## src/rtl/core/rtctz_pkg.sv

```systemverilog
`default_nettype none

package rtctz_pkg;

    // Month carry steps after the borrow stage; a day of up to 260 settles
    // within eight months from any starting month.
    localparam int CARRY_STAGES = 9;

    // Status B bit that selects binary over BCD
    localparam int STATUS_BIN_BIT = 2;

    localparam logic [11:0] YEAR_BASE  = 12'd2000;
    localparam logic [7:0]  MONTH_FIRST = 8'd1;
    localparam logic [7:0]  MONTH_LAST  = 8'd12;

    // Calendar item handed between the carry stages
    typedef struct packed {
        logic [5:0]  seconds;
        logic [5:0]  minutes;
        logic [4:0]  hours;
        logic [8:0]  day;
        logic [7:0]  month;
        logic [11:0] year;
    } cal_t;

    // Two BCD digits to binary; digits above nine take part as they are
    function automatic logic [7:0] bcd_byte(input logic [7:0] b);
        logic [7:0] hi;
        hi = {4'd0, b[7:4]};
        bcd_byte = {4'd0, b[3:0]} + {hi[4:0], 3'd0} + {hi[6:0], 1'b0};
    endfunction

    // Leap year; the year in this block stays within 1999..2260, so the only
    // centurial non-leap years that can appear are 2100 and 2200
    function automatic logic leap_year(input logic [11:0] y);
        leap_year = (y[1:0] == 2'd0) && (y != 12'd2100) && (y != 12'd2200);
    endfunction

    // Days in a month; a month outside 1..12 counts as 31 days
    function automatic logic [4:0] month_days(input logic [7:0] m, input logic [11:0] y);
        case (m) inside
            8'd2:                      month_days = leap_year(y) ? 5'd29 : 5'd28;
            8'd4, 8'd6, 8'd9, 8'd11:   month_days = 5'd30;
            default:                   month_days = 5'd31;
        endcase
    endfunction

endpackage

`default_nettype wire

```

## src/rtl/core/rtctz_carry_stage.sv

```systemverilog
`default_nettype none

module rtctz_carry_stage
    import rtctz_pkg::*;
(
    input  wire logic aclk,
    input  wire logic aresetn,
    input  wire logic in_valid,
    output logic      in_ready,
    input  wire cal_t in_data,
    output logic      out_valid,
    input  wire logic out_ready,
    output cal_t      out_data
);

    logic       valid_reg;
    cal_t       data_reg;
    cal_t       data_next;
    logic [4:0] mdays;
    logic [8:0] month_inc;

    assign in_ready  = !valid_reg || out_ready;
    assign out_valid = valid_reg;
    assign out_data  = data_reg;

    // Carry one month when the day overruns the current month
    always_comb begin
        data_next = in_data;
        mdays     = month_days(in_data.month, in_data.year);
        month_inc = {1'b0, in_data.month} + 9'd1;
        if (in_data.day > {4'd0, mdays}) begin
            data_next.day = in_data.day - {4'd0, mdays};
            if (month_inc > {1'b0, MONTH_LAST}) begin
                data_next.month = MONTH_FIRST;
                data_next.year  = in_data.year + 12'd1;
            end else begin
                data_next.month = month_inc[7:0];
            end
        end
    end

    // Hold the stage while downstream stalls
    always_ff @(posedge aclk) begin
        if (!aresetn) begin
            valid_reg <= 1'b0;
        end else if (in_ready) begin
            valid_reg <= in_valid;
        end
    end

    always_ff @(posedge aclk) begin
        if (in_ready && in_valid) begin
            data_reg <= data_next;
        end
    end

endmodule

`default_nettype wire

```

## src/rtl/core/rtc_bcd_decode_timezone_adjust_top.sv

```systemverilog
`default_nettype none

// Channel  Direction  Width  Contents
// s_       in         56     one RTC snapshot request, seven raw register bytes
// m_       out        40     decoded, zone-adjusted date and time
// cfg_     in         5      signed hour offset (reset +5)
//
// One request accepted every cycle unless a full stage is stalled by m_tready;
// each request passes through the input register, decode/hour stage, day borrow
// stage and nine month carry stages, the last of which is the output register.
// aresetn is synchronous; it empties the pipeline and sets the offset to +5.
// Each stage holds only while the stage after it is full and stalled, so
// requests keep entering while bubbles remain ahead.
module rtc_bcd_decode_timezone_adjust_top
    import rtctz_pkg::*;
(
    input  wire logic        aclk,
    input  wire logic        aresetn,
    input  wire logic        s_tvalid,
    output logic             s_tready,
    // raw_seconds[7:0], raw_minutes[15:8], raw_hours[23:16], raw_day[31:24],
    // raw_month[39:32], raw_year[47:40], status_b[55:48]
    input  wire logic [55:0] s_tdata,
    output logic             m_tvalid,
    input  wire logic        m_tready,
    // out_seconds[5:0], out_minutes[11:6], out_hours[16:12], out_day[21:17],
    // out_month[25:22], out_year[37:26], zero [39:38]
    output logic [39:0]      m_tdata,
    input  wire logic        cfg_valid,
    output logic             cfg_ready,
    input  wire logic [4:0]  cfg_data
);

    logic signed [4:0] offset_reg;

    // Input register
    logic        v0_reg;
    logic [55:0] raw_reg;
    logic        rdy0;

    // Decode and hour stage
    logic              v1_reg;
    logic [5:0]        sec1_reg, min1_reg;
    logic [4:0]        hour1_reg;
    logic signed [9:0] day1_reg;
    logic [7:0]        month1_reg;
    logic [11:0]       year1_reg;
    logic              rdy1;

    logic [7:0]        sec_dec, min_dec, day_dec, month_dec, year_dec;
    logic [6:0]        hour_dec;
    logic signed [8:0] hour_sum;
    logic signed [8:0] hour_wrap;
    logic signed [3:0] day_carry;
    logic signed [9:0] day_sum;

    // Borrow stage
    logic       v2_reg;
    cal_t       cal2_reg;
    cal_t       cal2_next;
    logic       rdy2;
    logic [7:0] month_prev;
    logic [11:0] year_prev;
    logic [9:0] day_borrow;

    // Carry chain
    logic [CARRY_STAGES:0] chain_valid;
    logic [CARRY_STAGES:0] chain_ready;
    cal_t                  chain_data [CARRY_STAGES+1];

    assign cfg_ready = 1'b1;

    // Take the offset on every write request
    always_ff @(posedge aclk) begin
        if (!aresetn) begin
            offset_reg <= 5'sd5;
        end else if (cfg_valid) begin
            offset_reg <= cfg_data;
        end
    end

    // Ready chain, back from the carry stages
    assign rdy2     = !v2_reg || chain_ready[0];
    assign rdy1     = !v1_reg || rdy2;
    assign rdy0     = !v0_reg || rdy1;
    assign s_tready = rdy0;

    // Capture the raw snapshot
    always_ff @(posedge aclk) begin
        if (!aresetn) begin
            v0_reg <= 1'b0;
        end else if (rdy0) begin
            v0_reg <= s_tvalid;
        end
    end

    always_ff @(posedge aclk) begin
        if (rdy0 && s_tvalid) begin
            raw_reg <= s_tdata;
        end
    end

    // Decode the bytes (BCD unless status B selects binary), add the offset and wrap the hour
    always_comb begin
        if (!raw_reg[48 + STATUS_BIN_BIT]) begin
            sec_dec   = bcd_byte(raw_reg[7:0]);
            min_dec   = bcd_byte(raw_reg[15:8]);
            hour_dec  = 7'(bcd_byte({1'b0, raw_reg[22:16]}));
            day_dec   = bcd_byte(raw_reg[31:24]);
            month_dec = bcd_byte(raw_reg[39:32]);
            year_dec  = bcd_byte(raw_reg[47:40]);
        end else begin
            sec_dec   = raw_reg[7:0];
            min_dec   = raw_reg[15:8];
            hour_dec  = raw_reg[22:16];
            day_dec   = raw_reg[31:24];
            month_dec = raw_reg[39:32];
            year_dec  = raw_reg[47:40];
        end

        hour_sum = $signed({2'b00, hour_dec}) + $signed({{4{offset_reg[4]}}, offset_reg});

        if (hour_sum < 9'sd0) begin
            hour_wrap = hour_sum + 9'sd24;
            day_carry = -4'sd1;
        end else if (hour_sum >= 9'sd120) begin
            hour_wrap = hour_sum - 9'sd120;
            day_carry = 4'sd5;
        end else if (hour_sum >= 9'sd96) begin
            hour_wrap = hour_sum - 9'sd96;
            day_carry = 4'sd4;
        end else if (hour_sum >= 9'sd72) begin
            hour_wrap = hour_sum - 9'sd72;
            day_carry = 4'sd3;
        end else if (hour_sum >= 9'sd48) begin
            hour_wrap = hour_sum - 9'sd48;
            day_carry = 4'sd2;
        end else if (hour_sum >= 9'sd24) begin
            hour_wrap = hour_sum - 9'sd24;
            day_carry = 4'sd1;
        end else begin
            hour_wrap = hour_sum;
            day_carry = 4'sd0;
        end

        day_sum = $signed({2'b00, day_dec}) + $signed({{6{day_carry[3]}}, day_carry});
    end

    always_ff @(posedge aclk) begin
        if (!aresetn) begin
            v1_reg <= 1'b0;
        end else if (rdy1) begin
            v1_reg <= v0_reg;
        end
    end

    always_ff @(posedge aclk) begin
        if (rdy1 && v0_reg) begin
            sec1_reg   <= sec_dec[5:0];
            min1_reg   <= min_dec[5:0];
            hour1_reg  <= hour_wrap[4:0];
            day1_reg   <= day_sum;
            month1_reg <= month_dec;
            year1_reg  <= YEAR_BASE + {4'd0, year_dec};
        end
    end

    // Borrow one month when the day drops below one
    always_comb begin
        cal2_next.seconds = sec1_reg;
        cal2_next.minutes = min1_reg;
        cal2_next.hours   = hour1_reg;
        if (month1_reg <= MONTH_FIRST) begin
            month_prev = MONTH_LAST;
            year_prev  = year1_reg - 12'd1;
        end else begin
            month_prev = month1_reg - 8'd1;
            year_prev  = year1_reg;
        end
        day_borrow = day1_reg + $signed({5'd0, month_days(month_prev, year_prev)});
        if (day1_reg < 10'sd1) begin
            cal2_next.day   = day_borrow[8:0];
            cal2_next.month = month_prev;
            cal2_next.year  = year_prev;
        end else begin
            cal2_next.day   = day1_reg[8:0];
            cal2_next.month = month1_reg;
            cal2_next.year  = year1_reg;
        end
    end

    always_ff @(posedge aclk) begin
        if (!aresetn) begin
            v2_reg <= 1'b0;
        end else if (rdy2) begin
            v2_reg <= v1_reg;
        end
    end

    always_ff @(posedge aclk) begin
        if (rdy2 && v1_reg) begin
            cal2_reg <= cal2_next;
        end
    end

    // Month carry stages
    assign chain_valid[0] = v2_reg;
    assign chain_data[0]  = cal2_reg;
    assign chain_ready[CARRY_STAGES] = m_tready;

    for (genvar i = 0; i < CARRY_STAGES; i++) begin : g_carry
        rtctz_carry_stage u_stage (
            .aclk      (aclk),
            .aresetn   (aresetn),
            .in_valid  (chain_valid[i]),
            .in_ready  (chain_ready[i]),
            .in_data   (chain_data[i]),
            .out_valid (chain_valid[i+1]),
            .out_ready (chain_ready[i+1]),
            .out_data  (chain_data[i+1])
        );
    end

    // Pack the result from the last stage
    assign m_tvalid = chain_valid[CARRY_STAGES];
    assign m_tdata  = {2'b00,
                       chain_data[CARRY_STAGES].year,
                       chain_data[CARRY_STAGES].month[3:0],
                       chain_data[CARRY_STAGES].day[4:0],
                       chain_data[CARRY_STAGES].hours,
                       chain_data[CARRY_STAGES].minutes,
                       chain_data[CARRY_STAGES].seconds};

endmodule

`default_nettype wire
```

## config.mk

```make
export PLATFORM = sky130hd
export DESIGN_NAME = rtc_bcd_decode_timezone_adjust_top
export DESIGN_NICKNAME = d
export VERILOG_FILES = /design/src/rtl/core/rtctz_pkg.sv /design/src/rtl/core/rtctz_carry_stage.sv /design/src/rtl/core/rtc_bcd_decode_timezone_adjust_top.sv
export SDC_FILE = /design/constraint.sdc
export NUM_CORES = 1
export LEC_CHECK = 0
export BUFFER_PORTS_ARGS = -buffer_cell sky130_fd_sc_hd__buf_2
export CAP_MARGIN = 30
export CORE_MARGIN = 5
export CORE_UTILIZATION = 55
export CTS_CLUSTER_DIAMETER = 60
export DETAILED_ROUTE_END_ITERATION = 8
export PLACE_DENSITY = 0.72
export SLEW_MARGIN = 20
export SYNTH_ARGS = -nofsm -noshare
export SYNTH_HDL_FRONTEND = slang
export SYNTH_HIERARCHICAL = 1
export SYNTH_SLANG_ARGS = --single-unit
```

## constraint.sdc

```tcl
create_clock -name aclk -period 6.29 [get_ports aclk]
set_input_delay 0.629 -clock aclk [delete_from_list [all_inputs] [get_ports aclk]]
set_output_delay 0.629 -clock aclk [all_outputs]
set_load 0.05 [all_outputs]
```

==> out/results.tsv <==
metric	value	unit
status	completed	
starting density of the core	55.3	%
Congestion Overflow GR	0	
fillers	4026	
Routed WL per cell	14.8	um
HP Class	input port to flop	
via count	17038	
Area Overhead vs Synth	11.1	%
Max Freq	170	MHz
DIE WIDTH	239	um
Iter 0 DRT Violations	796	
met2 wire length	25.2	mm
vias per cell	5.53	
pre-CTS WS	0.271	ns
PD cells	270	nW/um2
drt first pass iters	5	
CTS Hold Bufs	0	
Critical Path AT	6.25	ns
unrepaired setup endpoints after global routing	no	
largest net degree at the start of global routing	49	
Rel. slew slack	38.0	%
WS Path Type	flop to flop	
startpoint types	flop	
ANT cells	0	
max FFs per register	406	
worst-path fanout max	8	
Port Buffers	97	
CTS tree	yes	
WL final	45.5	mm
initial antenna violation count	1	
Final Hold Viols	0	
clk buf depth	3	
WP data required	6.64	ns
metal3 WL	1.68	mm
count of final setup violators	0	
H-tree depth	2	
Post-Synthesis Cell Area	28900	um2
vias in the first global route	17405	
DRC Markers	0	
global-route wire length before repair	76.8	mm
period utilisation layout	93.8	%
number of max-cap violations	0	
most frequent cells in the layout	edfxtp_1, ha_1, xnor2_1, inv_1, nand2_1	
Num CTS Buffers	61	
post-route cell area	32200	um2
slew of the pin with the lowest slew margin	0.930	ns
placed insts	2958	
Period minus WS final	5.90	ns
HP Start	s_tdata[0]	
total I/O pin count	109	
GPL Wtd Cong	0.878	
mean post-synth cell area	12.9	um2
worst r2r src	raw_reg[20]	
Reg2Reg Setup Slack	0.39	ns
Slew Viols, Final	0	
clk_lat worst skew	0.62	ns
warning count from the yosys run	6	
Pwr Total	8.69	mW
launch point of the worst path	raw_reg[20]	
CORE AREA	52300	um2
Hold Slack	0.178	ns
clock sinks	563	
worst vdd ir	0.226	mV
ANT nets after route	0	
clock slew at reported path FFs	0.06	ns
Core Util, Final	61.5	%
Leak Pwr	11.9	nW
total track usage	15.7	%
Layout Cells excl Fill	3082	
layout cells sized above 1	14.5	%
total negative slack	0	ns
DRT met1 WL	17.2	mm
# nets final	2581	
Post-Synthesis Cells	2236	
final worst slack	0.392	ns
skew final	0.0252	ns
die area	57300	um2
Worst setup EP type	flop	
detailed placer's ending HPWL	32.7	mm
most common cell after layout, fill and taps aside	edfxtp_1	
cell row count	84	
Placed Area	29900	um2
chip height	239	um
highest routed layer	met4	
clk root buf	clkbuf_16	
[layout make-up]
type	instances	area (um2)	area share, %
repair buffers	114	717	2.23
inverters	128	480	1.49
clock buffers	73	1630	5.08
well taps	688	861	2.68
multi-input cells	1476	11300	35.1
clock inverters	40	447	1.39
flip-flops and latches	563	16700	52.0
[metal layers]
metal,vias to the layer above,track usage [%]
li1,8517,-
met1,8093,16.3
met2,313,31.0
met3,115,2.94
met4,0,5.74
met5,-,0
[worst max-delay path: stages (launching register included)]
cell and delay (ns):
edfxtp_1 0.38, inv_1 0.07, fa_1 0.49, inv_1 0.07, ha_1 0.29, a21o_1 0.18
a21oi_1 0.18, xnor2_1 0.14, o21ai_1 0.11, ha_1 0.31, and2_1 0.16, a221o_1 0.36
or3_4 0.45, nand2_1 0.13, nor3b_1 0.09, a21o_1 0.23, a31o_2 0.25, ha_1 0.21
fa_1 0.40, a21o_1 0.19, a21oi_1 0.20, o21bai_1 0.09, a21oi_1 0.25, o21bai_1 0.12
a21oi_1 0.19, xnor2_1 0.09
[report_power, final]
| group | total (mW) | switching [mW] | internal (mW) |
|---|---|---|---|
| sequential | 4.29 | 0.0749 | 4.21 |
| combinational | 0.795 | 0.428 | 0.367 |
| clock | 3.61 | 1.43 | 2.18 |
| total | 8.69 | 1.93 | 6.76 |
[final timing paths]
check / depth (start not counted) / to
hold reg to reg: 0 / g_carry[3].u_stage/out_data[44]
hold / removal: 1 / raw_reg[0]
setup reg to reg: 25 / day1_reg[8]
setup / recovery: 25 / day1_reg[8]
[repair_timing]
| item | CTS | global route |
|---|---|---|
| buffers inserted | 0 | 3 |
| setup endpoints to repair | 0 | 1 |
| resized for setup | 0 | 3 |
No activity file was read; power rests on OpenSTA's default activity.
